$ cat src/rtl/tac_pkg.sv
`timescale 1ns / 1ps
package tac_pkg;

	// Coordinate format of the input words
	localparam int COORD_W = 16;
	// Edge vector, product, cross product and triple product widths
	localparam int EW  = COORD_W + 1;
	localparam int PW  = 2 * EW;
	localparam int DW  = PW + 1;
	localparam int TPW = DW + EW;
	localparam int TW  = TPW + 2;
	// Register widths
	localparam int CTOL_W = 53;
	localparam int DTOL_W = 35;
	localparam int CFG_INDEX_W = 2;
	localparam int CFG_DATA_W = CTOL_W;
	// Ratio format: fraction bits and quotient bits
	localparam int QF = 16;
	localparam int QB = 32;
	localparam int FIFO_DEPTH = 4;

	localparam logic [CFG_INDEX_W-1:0] REG_COPLANAR_TOL    = 2'd0;
	localparam logic [CFG_INDEX_W-1:0] REG_DETERMINANT_TOL = 2'd1;

	typedef enum logic [2:0] {
		STATUS_XZ           = 3'd0,
		STATUS_XY           = 3'd1,
		STATUS_YZ           = 3'd2,
		STATUS_NOT_COPLANAR = 3'd3,
		STATUS_DEGENERATE   = 3'd4
	} status_t;

	typedef struct packed {
		logic signed [COORD_W-1:0] base_x;
		logic signed [COORD_W-1:0] base_y;
		logic signed [COORD_W-1:0] base_z;
		logic signed [COORD_W-1:0] first_x;
		logic signed [COORD_W-1:0] first_y;
		logic signed [COORD_W-1:0] first_z;
		logic signed [COORD_W-1:0] second_x;
		logic signed [COORD_W-1:0] second_y;
		logic signed [COORD_W-1:0] second_z;
		logic signed [COORD_W-1:0] query_x;
		logic signed [COORD_W-1:0] query_y;
		logic signed [COORD_W-1:0] query_z;
	} tac_in_t;

	typedef struct packed {
		logic signed [31:0] alpha;
		logic signed [31:0] beta;
		status_t            status;
	} tac_out_t;

	// Classified word handed from front to back
	typedef struct packed {
		status_t               status;
		logic signed [DW-1:0]  det;
		logic signed [DW-1:0]  anum;
		logic signed [DW-1:0]  bnum;
	} tac_job_t;

	typedef struct packed {
		logic full;
		logic empty;
	} fifo_status_t;

	// Projection axes in trial order: XZ, XY, YZ
	function automatic int axis_u(input int p);
		case (p)
			0: return 0;
			1: return 0;
			default: return 1;
		endcase
	endfunction

	function automatic int axis_v(input int p);
		case (p)
			0: return 2;
			1: return 1;
			default: return 2;
		endcase
	endfunction

endpackage

$ cat src/rtl/tac_fifo.sv
`timescale 1ns / 1ps
module tac_fifo #(
	parameter int DEPTH = tac_pkg::FIFO_DEPTH
) (
	input  logic                   clk,
	input  logic                   arst_n,
	input  logic                   push_valid,
	output logic                   push_ready,
	input  tac_pkg::tac_job_t      push_data,
	output logic                   pop_valid,
	input  logic                   pop_ready,
	output tac_pkg::tac_job_t      pop_data,
	output tac_pkg::fifo_status_t  stat
);
	import tac_pkg::*;

	localparam int AW = (DEPTH > 1) ? $clog2(DEPTH) : 1;
	localparam int CW = $clog2(DEPTH + 1);

	tac_job_t      mem [DEPTH];
	logic [AW-1:0] wr_ptr_q, rd_ptr_q;
	logic [CW-1:0] count_q;
	logic          do_push, do_pop;

	assign stat.full  = count_q == CW'(DEPTH);
	assign stat.empty = count_q == '0;
	assign push_ready = !stat.full;
	assign pop_valid  = !stat.empty;
	assign pop_data   = mem[rd_ptr_q];
	assign do_push    = push_valid && push_ready;
	assign do_pop     = pop_valid && pop_ready;

	// Store incoming word
	always_ff @(posedge clk) begin
		if (do_push) mem[wr_ptr_q] <= push_data;
	end

	// Advance pointers and fill count
	always_ff @(posedge clk or negedge arst_n) begin
		if (!arst_n) begin
			wr_ptr_q <= '0;
			rd_ptr_q <= '0;
			count_q  <= '0;
		end else begin
			if (do_push) begin
				wr_ptr_q <= (wr_ptr_q == AW'(DEPTH - 1)) ? '0 : wr_ptr_q + 1'b1;
			end
			if (do_pop) begin
				rd_ptr_q <= (rd_ptr_q == AW'(DEPTH - 1)) ? '0 : rd_ptr_q + 1'b1;
			end
			if (do_push && !do_pop) count_q <= count_q + 1'b1;
			else if (do_pop && !do_push) count_q <= count_q - 1'b1;
		end
	end

endmodule

$ cat config.mk
export PLATFORM = sky130hd
export DESIGN_NAME = tac_fifo
export DESIGN_NICKNAME = d
export VERILOG_FILES = /design/src/rtl/tac_pkg.sv /design/src/rtl/tac_fifo.sv
export SDC_FILE = /design/constraint.sdc
export NUM_CORES = 1
export LEC_CHECK = 0
export BUFFER_PORTS_ARGS = -buffer_cell sky130_fd_sc_hd__buf_4
export CAP_MARGIN = 20
export CORE_MARGIN = 4
export CORE_UTILIZATION = 40
export CTS_CLUSTER_SIZE = 24
export DETAILED_ROUTE_END_ITERATION = 16
export PLACE_DENSITY_LB_ADDON = 0.08
export SETUP_SLACK_MARGIN = 0.1
export SYNTH_ARGS = -nofsm -noshare
export SYNTH_HDL_FRONTEND = slang
export SYNTH_SLANG_ARGS = --single-unit
$ cat constraint.sdc
create_clock -name clk -period 2.2 [get_ports clk]
set_input_delay 0.22 -clock clk [delete_from_list [all_inputs] [get_ports clk]]
set_output_delay 0.22 -clock clk [all_outputs]
set_load 0.03 [all_outputs]
### After elaboration in Yosys (flattened, before gate mapping)

Memory sizes are Yosys's and may differ from the RTL's.
Cells that the tools add are included.
W data, S select, Z words.

* reduce and logical (&&, ||, !) cells: 10
* multiplexer cells: 6
* $add $sub $neg: 4
* eq/ne operators: 3

Operator list (count)
* $mux W3: 2
* $add A2 B1 Y2 const B: 2
* $eq A2 B2 Y1 const B: 2
* $logic_and A1 B1 Y1: 4
* $logic_not A1 Y1: 4
* $mux W2: 2
* $add A3 B1 Y3 const B: 1
* $eq A3 B3 Y1 const B: 1
* $logic_not A3 Y1: 1
* $sub A3 B1 Y3 const B: 1
* $mux W1: 2
* $reduce_bool A2 Y1: 1

* memories kept: 1
* flip-flop bits (word level): 7
* RAM bits: 432

Memory list
* mem: words 4, bits a word 108, rd ports 1, clocked after memory_dff 0, write ports 1, line tac_fifo.sv:20 `tac_job_t mem [DEPTH];`

### Depth between registers and ports, before layout

Gate-level depths: netlist (run 1).

* word-level depth: 7
* mapped depth: 9
* mapped depth without buffers: 8

### Worst setup path after synthesis (run 1)

No wires, ideal clock.

* path type: register to register
* from: register count_q[2]
* to: memory mem[0][0] (netlist bit) (enable)
* data arrival time: 2089 ps
* cell stages (with the launch flop): 4
* path slack: -307 ps
* library setup time: 419 ps
* cell sequence: dfrtp_1 or3b_1 buf_6 and3_2

* word-level cells in the longest chain between the ends: 5

RTL lines
* start, declared: line tac_fifo.sv:22 `logic [CW-1:0] count_q;`
* start signal, assigned: line tac_fifo.sv:51 `if (do_push && !do_pop) count_q <= count_q + 1'b1;`
* start signal, assigned: line tac_fifo.sv:52 `else if (do_pop && !do_push) count_q <= count_q - 1'b1;`
* $eq A3 B3 Y1: line tac_fifo.sv:25 `assign stat.full = count_q == CW'(DEPTH);`
* $logic_not A1 Y1: line tac_fifo.sv:27 `assign push_ready = !stat.full;`
* named net push_ready: line tac_fifo.sv:8 `output logic push_ready,`
* $logic_and A1 B1 Y1: line tac_fifo.sv:30 `assign do_push = push_valid && push_ready;`
* $mux W1: line tac_fifo.sv:35 `if (do_push) mem[wr_ptr_q] <= push_data;`
* $mux W1 (implied by the code): line tac_fifo.sv:35
* end, declared: line tac_fifo.sv:20

The timed path passes the listed nets, and every way through them passes these cells.

==> results of run 1 <==
## state kept, by name, indices dropped and copies added (netlist names)
| signal | cells |
|---|---|
| rd_ptr_q | 2 |
| wr_ptr_q | 2 |
| count_q | 3 |
| mem | 432 |
## placed cells by master (no fill, tap or decap)
| cell | synthesis | final |
|---|---|---|
| clkbuf_1 | 1 | 18 |
| mux2_4 | 2 | 2 |
| inv_1 | 5 | 4 |
| xnor2_1 | 1 | 1 |
| inv_6 | 0 | 1 |
| dlygate4sd3_1 | 0 | 110 |
| clkinv_2 | 0 | 5 |
| clkbuf_16 | 0 | 49 |
| buf_8 | 0 | 2 |
| ha_1 | 6 | 5 |
| clkinv_8 | 0 | 1 |
| buf_12 | 0 | 19 |
| fa_2 | 0 | 1 |
| buf_6 | 1 | 111 |
| mux4_2 | 108 | 108 |
| bufinv_16 | 0 | 3 |
| and3_4 | 0 | 4 |
| xor2_1 | 2 | 2 |
| ha_4 | 0 | 1 |
| clkinvlp_4 | 0 | 2 |
| or3_4 | 0 | 1 |
| inv_2 | 0 | 1 |
| clkinv_1 | 0 | 7 |
| buf_4 | 0 | 127 |
| dfrtp_1 | 7 | 5 |
| nor2_1 | 3 | 3 |
| mux2_2 | 3 | 3 |
| or3b_4 | 0 | 1 |
| and2_4 | 1 | 1 |
| edfxtp_1 | 432 | 432 |
| dfrtp_4 | 0 | 2 |
| nand2_2 | 0 | 1 |
| buf_16 | 0 | 15 |
## stage by stage
stage                     TNS [ns]  instances  setup WS, ns  utilization [%]
after global placement           0       1346         0.153             47.6
final                        -8.77       1566        -0.144             56.7
after floorplan            -132.77        603        -0.307                -
after CTS                   -14.51       1563        -0.190             56.5
after global routing        -16.84       1566        -0.228             56.7
after detailed placement         0       1346        0.0420             47.6
## power groups by stage
stage	clock [W]	combinational [W]	sequential [W]
6_report	0.00743	0.0137	0.0114
3_5_place_dp	0	0.0113	0.0116
4_1_cts	0.00765	0.0139	0.0114
2_1_floorplan	0	0.00703	0.0115
3_3_place_gp	0	0.0112	0.0115
5_1_grt	0.00800	0.0144	0.0115
## worst max-delay path: cells and delay by family (launching register included)
kind                   cells  cell delay [ns]
buffers and inverters      4             0.61
flip-flops                 1             0.50
multiplexers               1             0.46
## repair_timing
| action | in CTS | in global routing |
|---|---|---|
| setup buffers | 11 | 3 |
| hold buffers | 110 | 0 |
| gates resized for setup | 133 | 8 |
| cloned | 11 | 1 |
| endpoints found under the setup margin | 110 | 110 |
| hold endpoints to repair | 439 | 0 |
| pin swaps | 3 | 4 |
## kinds of logic (layout without fill, tap and decap cells)
logic type / after synthesis / count (layout) / synth area share [%]
DFF: 439 / 439 / 82.3
muxes: 113 / 113 / 15.6
buffers and inverters: 30 / 475 / 0.869
and+or+nand+nor: 11 / 11 / 0.439
adders and majority gates: 7 / 7 / 0.595
xor gates and xnor gates: 3 / 3 / 0.165
## path summary, 6_finish.rpt
| path | to | slack, ns | cells after the start |
|---|---|---|---|
| hold / removal | count_q[0]$_DFFE_PN0P_ | 0.12 | 4 |
| min in group asynchronous | count_q[2]$_DFFE_PN0P_ | 0.65 | 3 |
| setup / recovery | pop_data[103] | -0.14 | 5 |
| setup reg to reg | count_q[1]$_DFFE_PN0P_ | 0.16 | 7 |
| max in group asynchronous | rd_ptr_q[1]$_DFFE_PN0P_ | 1.23 | 3 |
| hold reg to reg | count_q[2]$_DFFE_PN0P_ | 0.58 | 2 |
## area by class of cell
cell class	instances	area, µm²	share of cell area [%]
inverters	5	18.8	0.0847
flip-flops and latches	439	13200	59.4
multi-input cells	134	2730	12.3
well taps	518	648	2.93
repair buffers	385	4150	18.7
clock inverters	19	181	0.819
clock buffers	66	1270	5.73
## metal layers
metal  up-vias  track usage [%]  wire [µm]
li1       3425                -          -
met1      4152             21.3      14700
met2       179             28.5      18500
met3        40             4.75       2040
met4         0             3.71        522
met5         -                0          0
==> flow_summary.yaml, run 1 <==
power:
  power.leakage_nw: 7.70
  pwr-share-clk_pct: 22.8
  total_power_w: 0.0325
  p_sw_share_pct: 32.7
  seqPwrFrac_pct: 35.1
  power.switching_w: 0.0107
  powerDensity_nw_per_um2: 1470
  ir_drop_mv: 1.03
  pwr-share-comb_pct: 42.1
  internal-power_w: 0.0219
detailed_routing:
  ant_nets: 0
  num_vias: 7796
  route.detailed.drc: 0
  wl_per_cell_um: 22.9
  vias_per_cell: 4.98
  firstDrtPassIters: 4
  wirelength_um: 35800
  drt-initial-drc-count: 365
timing:
  min_period_ns: 2.34
  setup_viol: 106
  rsz0062_at_grt: "yes"
  hold-worst-slack_ns: 0.118
  fin_crit_sh_pct: 107
  worstMarginPinSlew_ns: 0.538
  finClkSkew_ns: 0.0244
  hold_viol_final: 0
  maxClockFrequency_ghz: 0.427
  slew_violations: 0
  fin_ws_ns: -0.144
  max_slew_margin_pct: 64.2
worst_setup_path:
  path_cells: "buf_12 -> buf_12 -> buf_16 -> mux4_2 -> buf_6"
  startpoint_type: "flop"
  rr_startpoint: "count_q[2]$_DFFE_PN0P_"
  worstSetupPathType: "flop to output port"
  critPathSlowestCell: "dfrtp_4"
  crit_fanout: 5
  cp.required_ns: 1.98
  worstPathArrival_ns: 2.12
  worstSetupStartpoint: "rd_ptr_q[0]$_DFFE_PN0P_"
  crit_path_max_incr_delay_ns: 0.50
  end_kind: "output port"
  cpMostUsedCell: "buf_12"
place:
  dp_hpwl_um: 20700
  gp_congestion: 0.723
  io_buffers: 223
  dpl_cell_area_um2: 18600
floorplan:
  fp.dieW_um: 208
  start_util_pct: 40.9
  num_rows: 72
  io-pin-count: 224
  dieArea_um2: 43200
  core_area_um2: 39100
  die_h_um: 208
global_route:
  antenna_found_initial: 0
  grt_max_degree: 58
  grt_pass1_vias: 8845
  grt_overflow: 0
  grt_pass1_wl_um: 55000
  grt_usage_pct: 16.6
logic_synthesis:
  ys_top_cells_by_area: "edfxtp_1, mux4_2, dfrtp_1"
  netlist_instances: 603
  synth_edf_count: 432
  syn_area_um2: 16000
  ys_ff_latch: 439
  synth_ff_type: "edfxtp_1"
  yosysMostFrequentCell: "edfxtp_1"
  ys_types: 20
  ys_top_cells_by_count: "edfxtp_1, mux4_2, buf_2, buf_1, dfrtp_1"
  async_reset_ff_share_pct: 1.59
  yosysTopAreaCellShare_pct: 81.2
  yosysWarnings: 0
  postSynthAreaPerCell_um2: 26.5
  yosysTopAreaCell: "edfxtp_1"
  synth-seq-area-share_pct: 82.3
  syn_nets: 722
flow_run:
  drv_cap: 0
layout:
  n_antenna_cell: 0
  syn2layout_area_growth_pct: 38.7
  drive_gt1_share_pct: 44.0
  final_nets: 1131
  design_area_um2: 22200
  n_fill_cell: 2957
status:
  violations: "negative setup slack"
  status: "complete, but fails checks"
clock_network:
  htree_num_levels: 2
  cts_inserted_buffers: 47
  clk_latency_ns: 0.58
  path_clk_slew_ns: 0.05
  clock_path_buffers: 3
  ctsRootBufferMaster: "clkbuf_16"
  cts_tree: "built"
  clkSinkCount: 439
hold_path:
  hold_class: "input pin to flop"
  min_from: "pop_ready"
Power figures use the tool's default switching activity.
==> inputs of run 2 (changes only) <==
SKIP_LAST_GASP = 1   (was unset)
clock period = 2.4 ns   (was 2.2 ns; I/O delays follow)
==> run 2 against run 1 <==
  * The flow now finishes without violations
  * Clock skew down 0.014 ns
  * Clock-buffer cell count down 9
  * Register-to-register slack better by 0.08 ns
  * Via count up 0.49%
  * Sequential cell count unchanged
  * First-iteration DRC count up 25%
  * Sequential power down 8%
  * Critical path type unchanged
  * Largest power group unchanged
==> flow_summary.yaml, run 2 (synthesis results as in run 1) <==
timing:
  maxClockFrequency_ghz: 0.419
  hold_viol_final: 0
  worstMarginPinSlew_ns: 0.532
  slew_violations: 0
  fin_crit_sh_pct: 99.5
  hold-worst-slack_ns: 0.0543
  rsz0062_at_grt: "yes"
  max_slew_margin_pct: 64.6
  finClkSkew_ns: 0.0107
  min_period_ns: 2.39
  setup_viol: 0
  setup_tns_ns: 0
place:
  dpl_cell_area_um2: 18600
  gp_congestion: 0.724
  dp_hpwl_um: 21400
  place_inst: 1356
  io_buffers: 223
layout:
  syn2layout_area_growth_pct: 38.1
  largest_reg_flops: 432
  reg.largest.list: "mem (432), count_q (3)"
  final_cells: 1568
  n_fill_cell: 2946
  design_area_um2: 22100
  drive_gt1_share_pct: 44.6
  final_common_cell: "edfxtp_1"
  final_nets: 1133
  register_area_um2: 13200
  multi_input_area_um2: 2710
  max_flop_register: "mem"
  final_cell_mix: "edfxtp_1, buf_4, dlygate4sd3_1"
floorplan:
  dieArea_um2: 43200
  num_rows: 72
  fp.dieW_um: 208
  start_util_pct: 40.9
  core_area_um2: 39100
  die_h_um: 208
  io-pin-count: 224
worst_setup_path:
  cpMostUsedCell: "clkbuf_16"
  worstPathArrival_ns: 2.15
  crit_fanout: 8
  path_cells: "clkbuf_16 -> clkbuf_16 -> mux4_2 -> buf_6"
  critPathSlowestCell: "mux4_2"
  worstSetupPathType: "flop to output port"
  critical_path.top_delay_family: "buffers and inverters"
  end_kind: "output port"
  rrSetupSlack_ns: 0.24
  crit_path_max_incr_delay_ns: 0.51
  path_buf_inv: 3
  cp.required_ns: 2.16
  startpoint_type: "flop"
detailed_routing:
  num_vias: 7834
  firstDrtPassIters: 4
  vias_per_cell: 5.00
  ant_nets: 0
  wirelength_um: 36200
  wl_per_cell_um: 23.1
  drt-initial-drc-count: 455
  route.detailed.drc: 0
clock_network:
  path_clk_slew_ns: 0.06
  ctsRootBufferMaster: "clkbuf_16"
  cts_inserted_buffers: 45
  clock_path_buffers: 3
  clk_latency_ns: 0.56
  htree_num_levels: 2
  clkSinkCount: 439
  cts_tree: "built"
power:
  p_sw_share_pct: 32.6
  pwr-share-comb_pct: 41.2
  pwr-share-clk_pct: 23.6
  internal-power_w: 0.0200
  powerDensity_nw_per_um2: 1350
  seqPwrFrac_pct: 35.2
  total_power_w: 0.0297
  power.leakage_nw: 7.72
  ir_drop_mv: 1.06
  power.switching_w: 0.00970
global_route:
  grt_usage_pct: 15.9
  grt_max_degree: 62
  grt_overflow: 0
  grt_pass1_wl_um: 52700
  grt_pass1_vias: 8531
  antenna_found_initial: 2
hold_path:
  hold_class: "input pin to async pin"
status:
  status: "complete, no violations"
flow_run:
  drv_cap: 0
## run 2: changes by cell type in the layout (fill, tap and decap cells not counted), sizes merged
cell,before,now
buf,274,269
bufinv,3,6
clkinv,13,15
diode,0,2
clkbuf,67,68
clkinvlp,2,1
dlygate4sd3,110,109
inv,6,7
## run 2: final timing paths
path | from | end | cells past startpoint
max | rd_ptr_q[0]$_DFFE_PN0P_ | pop_data[6] | 4
min | arst_n | rd_ptr_q[0]$_DFFE_PN0P_ | 2
max reg2reg | count_q[1]$_DFFE_PN0P_ | count_q[1]$_DFFE_PN0P_ | 7
min reg2reg | count_q[2]$_DFFE_PN0P_ | count_q[2]$_DFFE_PN0P_ | 1
max in group asynchronous | arst_n | rd_ptr_q[1]$_DFFE_PN0P_ | 2
min in group clk | pop_ready | rd_ptr_q[0]$_DFFE_PN0P_ | 3
## run 2: area by class of cell
class / instances / area share (%)
diodes: 2 / 0.0227
clock buffers: 57 / 5.50
clock inverters: 24 / 1.27
inverters: 5 / 0.0851
multi-input cells: 134 / 12.3
flip-flops and latches: 439 / 59.7
well taps: 518 / 2.94
repair buffers: 389 / 18.2
## run 2: power groups by stage
stage                     registers [W]  clock network, W  logic [W]
final                            0.0105           0.00700     0.0122
after global routing             0.0106           0.00753     0.0129
after CTS                        0.0105           0.00719     0.0110
after detailed placement         0.0106                 0     0.0103
after global placement           0.0105                 0     0.0102
after floorplan                  0.0105                 0    0.00645
## run 2: metal layers
| metal | up-vias | global-route usage (%) | part of all wire, % |
|---|---|---|---|
| li1 | 3447 | - | - |
| met1 | 4153 | 20.6 | 42 |
| met2 | 193 | 27.1 | 51 |
| met3 | 41 | 4.07 | 5.6 |
| met4 | 0 | 4.17 | 1.6 |
| met5 | - | 0 | 0 |
## run 2: per-stage QoR
stage,utilization [%],setup slack (ns)
6_report,56.4,0.0123
2_1_floorplan,-,-0.107
5_1_grt,56.4,-0.0418
3_3_place_gp,47.5,0.255
4_1_cts,54.7,-0.0354
3_5_place_dp,47.5,0.177
## run 2: repair_timing
action,CTS,global route
pin swaps,0,1
endpoints found under the hold margin,439,0
setup endpoints to repair,108,109
hold buffers,109,0
setup buffers,1,2
gates resized for setup,11,99
gates cloned,6,11
## run 2: worst reg2reg max path, stage by stage (launching register included)
cell     delay [ns]
dfrtp_1        0.39
buf_4          0.15
or3b_1         0.39
and2_4         0.19
ha_2           0.19
inv_1          0.07
fa_1           0.41
mux2_2         0.27
==> inputs of run 3 (changes only) <==
CORE_UTILIZATION = 57   (was 40)
==> run 3 against run 2 <==
  * Sequential cell count did not move
  * Wire length fell by 6.5%
  * Clock power fell by 11%
  * Sequential share of layout area rose by 2.2 points
  * Critical path depth did not move
  * Worst hold slack improved by 0.012 ns
  * Total power fell by 5.7%
  * First-iteration DRC count rose by 16%
  * Worst setup slack improved by 0.045 ns
  * Global-route usage rose by 5.9 points
  * Largest cell class unchanged
==> flow_summary.yaml, run 3 (synthesis results as in run 1) <==
status:
  status: "complete, no violations"
timing:
  hold_viol_final: 0
  setup_viol: 0
  maxClockFrequency_ghz: 0.427
  fin_crit_sh_pct: 97.6
  hold-worst-slack_ns: 0.0660
  finClkSkew_ns: 0.0196
  slew_violations: 0
  worstMarginPinSlew_ns: 0.733
  max_slew_margin_pct: 51.1
  rsz0062_at_grt: "yes"
  fin_ws_ns: 0.0573
  min_period_ns: 2.34
place:
  place_ws_ns: 0.133
  io_buffers: 223
  dp_hpwl_um: 18400
  gp_congestion: 0.771
  dpl_cell_area_um2: 18300
power:
  p_sw_share_pct: 33.1
  internal-power_w: 0.0187
  total_power_w: 0.0280
  ir_drop_mv: 0.801
  power.switching_w: 0.00928
  pwr-share-comb_pct: 40.1
  powerDensity_nw_per_um2: 1320
  pwr-share-clk_pct: 22.2
  seqPwrFrac_pct: 37.7
  power.leakage_nw: 7.42
layout:
  multi_input_area_um2: 2710
  final_common_cell: "edfxtp_1"
  n_fill_cell: 1471
  largest_reg_flops: 432
  register_area_um2: 13200
  design_area_um2: 21300
  syn2layout_area_growth_pct: 33.0
  max_flop_register: "mem"
  final_nets: 1112
  final_cell_mix: "edfxtp_1, buf_4, dlygate4sd3_1"
  reg.largest.list: "mem (432), count_q (3)"
  drive_gt1_share_pct: 42.8
floorplan:
  fp.dieW_um: 175
  num_rows: 61
  die_h_um: 175
  io-pin-count: 224
  dieArea_um2: 30800
  start_util_pct: 57.7
  core_area_um2: 27700
clock_network:
  path_clk_slew_ns: 0.06
  clk_latency_ns: 0.53
  ctsRootBufferMaster: "clkbuf_16"
  cts_tree: "built"
  clock_path_buffers: 3
  cts_inserted_buffers: 44
  clkSinkCount: 439
  htree_num_levels: 2
detailed_routing:
  route.detailed.drc: 0
  drt-initial-drc-count: 529
  num_vias: 7753
  vias_per_cell: 5.54
  ant_nets: 0
  wl_per_cell_um: 24.2
  firstDrtPassIters: 5
  wirelength_um: 33800
global_route:
  antenna_found_initial: 1
  grt_usage_pct: 21.8
  grt_pass1_wl_um: 50600
  grt_pass1_vias: 8597
  grt_overflow: 0
  grt_max_degree: 42
flow_run:
  drv_cap: 0
worst_setup_path:
  rrSetupSlack_ns: 0.24
  end_kind: "output port"
  cp.required_ns: 2.16
  crit_fanout: 8
  rr_startpoint: "count_q[1]$_DFFE_PN0P_"
  r2r_cells: 6
  worstSetupPathType: "flop to output port"
  startpoint_type: "flop"
  r2r-end: "count_q[1]$_DFFE_PN0P_"
  worstPathArrival_ns: 2.10
hold_path:
  hold_class: "input pin to async pin"
## run 3: cell count changes in the layout (fill, tap and decap cells not counted), sizes merged
cell,change
buf,-14
clkbuf,-9
bufinv,-5
clkinv,+3
clkinvlp,-1
diode,-1
inv,-1
## run 3: power groups by stage
stage | combinational [W] | sequential (W) | clock (W)
6_report | 0.0112 | 0.0106 | 0.00621
5_1_grt | 0.0118 | 0.0107 | 0.00669
4_1_cts | 0.0110 | 0.0106 | 0.00630
3_5_place_dp | 0.00990 | 0.0108 | 0
3_3_place_gp | 0.00982 | 0.0106 | 0
2_1_floorplan | 0.00645 | 0.0105 | 0
## run 3: worst max path at each step
| stage | from | to | slack, ns | cells past startpoint |
|---|---|---|---|---|
| 2_1_floorplan | count_q[2]$_DFFE_PN0P_ | mem[0][0]$_DFFE_PP_ | -0.11 | 3 |
| 3_3_place_gp | count_q[1]$_DFFE_PN0P_ | count_q[1]$_DFFE_PN0P_ | 0.25 | 6 |
| 3_5_place_dp | count_q[2]$_DFFE_PN0P_ | count_q[2]$_DFFE_PN0P_ | 0.13 | 8 |
| 4_1_cts | rd_ptr_q[0]$_DFFE_PN0P_ | pop_data[61] | 0.05 | 4 |
| 5_1_grt | rd_ptr_q[0]$_DFFE_PN0P_ | pop_data[37] | 0.01 | 4 |
| 6_report | rd_ptr_q[0]$_DFFE_PN0P_ | pop_data[37] | 0.06 | 4 |
## run 3: cell type report
cell class                 instances  area share, %
antenna                            1         0.0118
clock inverter                    20          0.589
tap                              378           2.23
sequential                       439           61.9
clock buffer                      54           5.56
inverter                           5         0.0883
multi-input combinational        134           12.8
timing repair buffer             369           16.9
## run 3: metrics by stage
stage	util, %	setup TNS, ns	cells
5_1_grt	76.7	0	1400
6_report	76.7	0	1400
2_1_floorplan	-	-46.37	603
3_3_place_gp	66.1	0	1196
4_1_cts	76.1	0	1394
3_5_place_dp	66.1	0	1196
## run 3: critical path, cell delays in order, from the launching register on
cell	delay, ns
dfrtp_4	0.47
buf_4	0.19
clkbuf_16	0.19
mux4_2	0.54
buf_4	0.19
## run 3: layer usage
layer / vias to the layer above / wire length, µm / global-route usage (%)
met5: - / 0 / 0
met4: 0 / 622 / 5.14
met3: 42 / 2450 / 5.75
met2: 291 / 18000 / 37.7
met1: 4023 / 12800 / 28.3
li1: 3397 / - / -
## run 3: repair_timing
item,in CTS,in global routing
resized for setup,27,13
hold endpoints to repair,439,0
hold buffers,109,0
setup buffers,8,0
cloned,7,5
endpoints found under the setup margin,108,99
